`src/hdl/lkvt_pkg.sv`:
```
// Shared types, codes and defaults for the linear key/value table.
`timescale 1ns / 1ps
`default_nettype none

package lkvt_pkg;

  // Default storage geometry
  localparam int DEF_CAPACITY    = 256;
  localparam int DEF_KEY_WIDTH   = 32;
  localparam int DEF_VALUE_WIDTH = 64;

  // Fixed widths of the beat fields
  localparam int OP_W    = 3;
  localparam int KEY_W   = 32;
  localparam int VALUE_W = 64;
  localparam int POS_W   = 8;
  localparam int ENTRY_W = 9;

  // Operation codes; the one unused code is handled by a default arm
  typedef enum logic [OP_W-1:0] {
    OP_INSERT   = 3'd0,
    OP_UPDATE   = 3'd1,
    OP_UPSERT   = 3'd2,
    OP_ERASE    = 3'd3,
    OP_CONTAINS = 3'd4,
    OP_GET_KEY  = 3'd5,
    OP_GET_POS  = 3'd6
  } op_t;

  // Request beat
  typedef struct packed {
    logic [OP_W-1:0]    operation;
    logic [KEY_W-1:0]   key;
    logic [VALUE_W-1:0] value;
    logic [POS_W-1:0]   position;
  } req_t;

  // Response beat
  typedef struct packed {
    logic               ok;
    logic [KEY_W-1:0]   key_out;
    logic [VALUE_W-1:0] value_out;
    logic [ENTRY_W-1:0] entry_count;
  } rsp_t;

  // Controller states
  typedef enum logic [2:0] {
    S_IDLE,
    S_SCAN,
    S_FETCH,
    S_APPEND,
    S_UPDATE,
    S_MOVE,
    S_RESP
  } state_t;

  // Read address source
  typedef enum logic [1:0] {
    RD_SCAN,
    RD_LAST,
    RD_SLOT,
    RD_POS
  } rd_sel_t;

  // Write kind: append at the end, rewrite the matched slot, or move the last entry
  typedef enum logic [1:0] {
    WR_APPEND,
    WR_UPDATE,
    WR_MOVE
  } wr_sel_t;

  // Controller to datapath
  typedef struct packed {
    logic    load;
    logic    scan;
    logic    fetch;
    rd_sel_t rd_sel;
    logic    wr_en;
    wr_sel_t wr_sel;
    logic    ok_we;
    logic    ok_val;
    logic    res_load;
    logic    res_key;
    logic    res_val;
  } cmd_t;

  // Datapath to controller
  typedef struct packed {
    logic [OP_W-1:0] op;
    logic            hit;
    logic            scan_end;
    logic            full;
    logic            pos_ok;
    logic            ok;
    logic            out_free;
  } status_t;

endpackage

`default_nettype wire

```
`src/hdl/lkvt_ctrl.sv`:
```
// Controller: sequences scan, read, write and response for one request at a time.
`timescale 1ns / 1ps
`default_nettype none

module lkvt_ctrl import lkvt_pkg::*; (
  input  wire     clk,
  input  wire     rst,
  input  wire     req_valid,
  output logic    req_ready,
  input  status_t status,
  output cmd_t    cmd
);

  state_t state;
  state_t state_next;
  logic   search_done;

  assign search_done = status.hit || status.scan_end;

  // State register
  always_ff @(posedge clk) begin
    if (rst) begin
      state <= S_IDLE;
    end else begin
      state <= state_next;
    end
  end

  // Next state and commands
  always_comb begin
    state_next   = state;
    req_ready    = 1'b0;
    cmd.load     = 1'b0;
    cmd.scan     = 1'b0;
    cmd.fetch    = 1'b0;
    cmd.rd_sel   = RD_SCAN;
    cmd.wr_en    = 1'b0;
    cmd.wr_sel   = WR_UPDATE;
    cmd.ok_we    = 1'b0;
    cmd.ok_val   = 1'b0;
    cmd.res_load = 1'b0;
    cmd.res_key  = 1'b0;
    cmd.res_val  = 1'b0;

    case (state)
      S_IDLE: begin
        req_ready = 1'b1;
        if (req_valid) begin
          cmd.load   = 1'b1;
          state_next = S_SCAN;
        end
      end

      // Walk the entries until a match or the end, then decide; position reads and unused codes decide at once
      S_SCAN: begin
        cmd.scan = 1'b1;
        case (status.op)
          OP_INSERT: begin
            if (search_done) begin
              cmd.ok_we  = 1'b1;
              cmd.ok_val = !status.hit && !status.full;
              state_next = (!status.hit && !status.full) ? S_APPEND : S_RESP;
            end
          end
          OP_UPDATE: begin
            if (search_done) begin
              cmd.ok_we  = 1'b1;
              cmd.ok_val = status.hit;
              state_next = status.hit ? S_UPDATE : S_RESP;
            end
          end
          OP_UPSERT: begin
            if (search_done) begin
              cmd.ok_we  = 1'b1;
              cmd.ok_val = status.hit || !status.full;
              if (status.hit) begin
                state_next = S_UPDATE;
              end else if (!status.full) begin
                state_next = S_APPEND;
              end else begin
                state_next = S_RESP;
              end
            end
          end
          OP_ERASE, OP_GET_KEY: begin
            if (search_done) begin
              cmd.ok_we  = 1'b1;
              cmd.ok_val = status.hit;
              state_next = status.hit ? S_FETCH : S_RESP;
            end
          end
          OP_CONTAINS: begin
            if (search_done) begin
              cmd.ok_we  = 1'b1;
              cmd.ok_val = status.hit;
              state_next = S_RESP;
            end
          end
          OP_GET_POS: begin
            cmd.ok_we  = 1'b1;
            cmd.ok_val = status.pos_ok;
            state_next = status.pos_ok ? S_FETCH : S_RESP;
          end
          default: begin
            cmd.ok_we  = 1'b1;
            cmd.ok_val = 1'b0;
            state_next = S_RESP;
          end
        endcase
      end

      // Read the last entry, the matched slot, or the named position
      S_FETCH: begin
        cmd.fetch = 1'b1;
        if (status.op == OP_ERASE) begin
          cmd.rd_sel = RD_LAST;
          state_next = S_MOVE;
        end else if (status.op == OP_GET_POS) begin
          cmd.rd_sel = RD_POS;
          state_next = S_RESP;
        end else begin
          cmd.rd_sel = RD_SLOT;
          state_next = S_RESP;
        end
      end

      S_APPEND: begin
        cmd.wr_en  = 1'b1;
        cmd.wr_sel = WR_APPEND;
        state_next = S_RESP;
      end

      S_UPDATE: begin
        cmd.wr_en  = 1'b1;
        cmd.wr_sel = WR_UPDATE;
        state_next = S_RESP;
      end

      S_MOVE: begin
        cmd.wr_en  = 1'b1;
        cmd.wr_sel = WR_MOVE;
        state_next = S_RESP;
      end

      // Hold until the response register is free
      S_RESP: begin
        if (status.out_free) begin
          cmd.res_load = 1'b1;
          cmd.res_key  = status.ok && (status.op == OP_GET_POS);
          cmd.res_val  = status.ok &&
                         ((status.op == OP_GET_POS) || (status.op == OP_GET_KEY));
          state_next   = S_IDLE;
        end
      end

      default: begin
        state_next = S_IDLE;
      end
    endcase
  end

endmodule

`default_nettype wire

```
`config.mk`:
```
export PLATFORM = sky130hd
export DESIGN_NAME = lkvt_ctrl
export DESIGN_NICKNAME = d
export VERILOG_FILES = /design/src/hdl/lkvt_pkg.sv /design/src/hdl/lkvt_ctrl.sv
export SDC_FILE = /design/constraint.sdc
export NUM_CORES = 1
export LEC_CHECK = 0
export BUFFER_PORTS_ARGS = -buffer_cell sky130_fd_sc_hd__buf_4
export CAP_MARGIN = 15
export CORE_AREA = 2 2 39 41
export CTS_CLUSTER_DIAMETER = 30
export DETAILED_ROUTE_END_ITERATION = 10
export DIE_AREA = 0 0 41 43
export GPL_TIMING_DRIVEN = 0
export PLACE_DENSITY = 0.65
export SYNTH_ARGS = -nofsm -noshare
export SYNTH_HDL_FRONTEND = slang
export SYNTH_SLANG_ARGS = --single-unit
```
`constraint.sdc`:
```
create_clock -name clk -period 2.3 [get_ports clk]
set_clock_uncertainty 0.15 [all_clocks]
set_input_delay 0.46 -clock clk [delete_from_list [all_inputs] [get_ports clk]]
set_output_delay 0.46 -clock clk [all_outputs]
set_load 0.01 [all_outputs]
```
Yosys cells after proc, flatten, opt, wreduce, memory -nomap -nowiden:

Index checks and enable logic that the tools add are counted.
Widths: inputs -> output; s select.

* output and inout bits: 14
* register bits: 3
* logic and storage cells: 65

* equal/unequal tests: 19
* mux-type cells: 31
* reduce and logical (&&, ||, !) cells: 14

Operators by type and width (count)
* $mux 3: 15
* $eq 3x3->1 const B: 6
* $pmux 3 s6: 1
* $ne 3x3->1 const B: 5
* $pmux 3 s5: 1
* $mux 2: 7
* $eq 3x2->1 const B: 4
* $pmux 3 s3: 1
* $pmux 2 s4: 1
* $reduce_and 7->1: 1
* $eq 3x1->1 const B: 2
* $logic_not 3->1: 2
* $mux 1: 5
* $ne 2x2->1 const B: 2
* $reduce_or 4->1: 1
* $logic_and 1x1->1: 3
* $logic_or 1x1->1: 3
* $reduce_or 3->1: 1
* $logic_not 1->1: 2
* $reduce_or 2->1: 1

Depth between registers and ports, before layout:

* depth after elaboration: 6
* gate-level depth with buffers: 5
* mapped depth without buffers: 4

Least setup slack after synthesis:

OpenSTA, ideal clock, no wires.

* path type: reg-to-output
* start: reg state[1]
* end: out cmd[1] in the netlist's numbering
* cell stages (with the launch flop): 6
* data required time: 1690 ps
* path slack: 521 ps
* buffers on the path: 1
* arrival time: 1169 ps
* cells stage by stage: dfxtp_1 -> buf_6 -> nand2_4 -> nor3b_4 -> nand3_2 -> nor3b_2

RTL lines
* start, declared: RTL line lkvt_ctrl.sv:14 `state_t state;`
* start signal, assigned: RTL line lkvt_ctrl.sv:25 `state <= state_next;`
* end, declared: RTL line lkvt_ctrl.sv:11 `output cmd_t cmd`

==> impl_metrics.env <==
export IMPL_period_needed_ns=2.07
export IMPL_vias_per_cell=4.96
export IMPL_syn_cell_area_um2=474
export IMPL_ios=26
export IMPL_crit_path_end_kind="primary output"
export IMPL_synth_avg_cell_area_um2=7.65
export IMPL_r2r_cells=4
export IMPL_hold_start="rst"
export IMPL_ys_warn_count=0
export IMPL_powerDensity_mw_per_mm2=545
export IMPL_fin_area_um2=708
export IMPL_crit_chain="buf_6 -> nand2_4 -> nor3b_4 -> nand3_2 -> nor3b_2 -> buf_4"
export IMPL_die_w_um=41
export IMPL_grt_total_usage_pct=13.7
export IMPL_drive_above_1_share_pct=44.0
export IMPL_rsz0062_at_grt="no"
export IMPL_dr_pass1_iters=4
export IMPL_cp_slowest_cell="dfxtp_1"
export IMPL_dieArea_mm2=0.00176
export IMPL_cp_data_required_time_ns=1.69
export IMPL_top_register="state"
export IMPL_tightest_slew_ns=0.313
export IMPL_rows=14
export IMPL_p_leak_nw=0.330
export IMPL_grt_overflow_total=0
export IMPL_arrival_ns=1.46
export IMPL_synthDistinctLibCells=33
export IMPL_hold_buffers=0
export IMPL_r2r_slack_ns=0.98
export IMPL_grt_pass1_wl_mm=1.73
export IMPL_clock_fmax_ghz=0.483
export IMPL_relSlewSlack_pct=79.0
export IMPL_max_stage_delay_ns=0.37
export IMPL_clock_sinks=3
export IMPL_status="finished clean"
export IMPL_port_buffers=25
export IMPL_place_area_um2=682
export IMPL_cts_resized=0
export IMPL_ys_ff_latch=3
export IMPL_finalSetupViolCount=0
export IMPL_dp_slack_ns=0.338
export IMPL_hold_viol_final=0
export IMPL_hold_class="primary input to flop"
export IMPL_worst_path_buf_inv=2
export IMPL_largest_reg_flops=3
export IMPL_cts_max_level=1
export IMPL_drt_total_wl_mm=1.13
export IMPL_p_total_mw=0.386
export IMPL_ir_drop_mv=0.186
export IMPL_cap_violations=0
export IMPL_place_congestion=0.705
export IMPL_cts_path_max_buffers=2
export IMPL_root_buffer="clkbuf_4"
export IMPL_cts_tree="built"
export IMPL_die_height_um=43
export IMPL_cp_start_kind="flop"
export IMPL_rr_endpoint="state[1]"
export IMPL_vias=531
export IMPL_synth_seq_area_share_pct=12.7
export IMPL_area_delta_synth_final_pct=49.3
export IMPL_period_share_pct=90.0
export IMPL_route_detailed_drc=0
export IMPL_synth_nets=74
export IMPL_crit_family="simple AND/OR/NAND/NOR gates"
export IMPL_placed_cells=103
export IMPL_final_common_cell="buf_4"
export IMPL_grt_max_degree=11
export IMPL_synth_cells=62
export IMPL_place_detailed_hpwl_um=921
export IMPL_fin_setup_tns_ns=0
export IMPL_antenna_cells=0
export IMPL_clkLatencyLatePin_ns=0.23
export IMPL_min_path_cells=2
export IMPL_postLayoutCoreUtil_pct=51.2
export IMPL_critPathMaxFanout=10
export IMPL_post_cts_buffers=0
export IMPL_top_regs="state x3"
export IMPL_start_util_pct=34.3
export IMPL_most_common_layout_cells="27 x buf_4, 6 x o21ai_0, 5 x nor2_1"
export IMPL_slew_viol_final=0
export IMPL_hold_ws_ns=0.257
export IMPL_worstSetupPathType="flop to primary output"
export IMPL_rr_startpoint="state[1]"
export IMPL_clkTransAtPathRegs_ns=0.03
export IMPL_cts_buffers_inserted=3
export IMPL_coreArea_mm2=0.00138
export IMPL_min_to="state[0]"
export IMPL_drt_iter0_markers=6
export IMPL_nNetsFinal=104
export IMPL_fin_cells=107
export IMPL_antenna_found_initial=0
export IMPL_layout_setup_ws_ns=0.231
export IMPL_first_global_vias=408
export IMPL_post_drt_wl_per_cell_um=10.5
export IMPL_ant_nets=0
metal layers:
| layer | vias up | part of all wire, % | global-route usage [%] |
|---|---|---|---|
| met3 | 0 | 6.8 | 1.57 |
| li1 | 285 | - | - |
| met2 | 19 | 46 | 20.0 |
| met5 | - | 0 | 0 |
| met4 | 0 | 0 | 4.00 |
| met1 | 227 | 47 | 20.4 |
cell type report:
type / instances / area [µm²]
Multi-Input combinational cell: 52 / 357
Sequential cell: 3 / 60.1
Clock buffer: 4 / 26.3
Buffer: 6 / 53.8
Timing Repair Buffer: 25 / 188
Fill cell: 154 / 676
Inverter: 1 / 3.75
Tap cell: 16 / 20.0
synthesized netlist by cell type, drive strengths merged:
cell type	count	area, µm²
a21boi	1	7.51
nor2b	1	6.26
nand2b	2	12.5
o21ai	6	30.0
a31oi	1	6.26
nand3	3	20.0
and2	3	18.8
buf	6	53.8
a2111oi	1	8.76
inv	1	3.75
nor2	5	18.8
o22ai	1	6.26
a21oi	3	15.0
nand2	4	22.5
nor3b	5	63.8
xor2	2	17.5
o31ai	1	7.51
nand3b	2	15.0
nand4b	1	8.76
dfxtp	3	60.1
and3	2	12.5
nor4	1	6.26
xnor2	1	8.76
nor4b	1	8.76
nor3	2	10.0
a211oi	2	15.0
o211a	1	10.0
worst max-delay path by stage:
stage | cells after the start | endpoint | from | slack, ns
2_1_floorplan | 5 | cmd[1] | state[1] | 0.52
3_3_place_gp | 6 | cmd[3] | status[6] | 0.35
3_5_place_dp | 6 | cmd[3] | status[6] | 0.34
4_1_cts | 6 | cmd[1] | state[1] | 0.20
5_1_grt | 6 | cmd[1] | state[1] | 0.14
6_report | 6 | cmd[1] | state[1] | 0.23
logic make-up (layout without fill, tap and decap cells):
kind of cell | Yosys count | after routing | synth area share, %
DFF | 3 | 3 | 12.7
xor gates and xnor gates | 3 | 3 | 5.54
buffers and inverters | 7 | 36 | 12.1
AOI/OAI and AO/OA | 17 | 17 | 22.4
and+or+nand+nor | 32 | 32 | 47.2
report_power, final:
group          switching [mW]  internal, mW
clock network          0.0243        0.0648
logic                   0.111         0.116
registers             0.00721        0.0627
total                   0.142         0.244
Note: power is estimated with default switching activity, not from simulation.
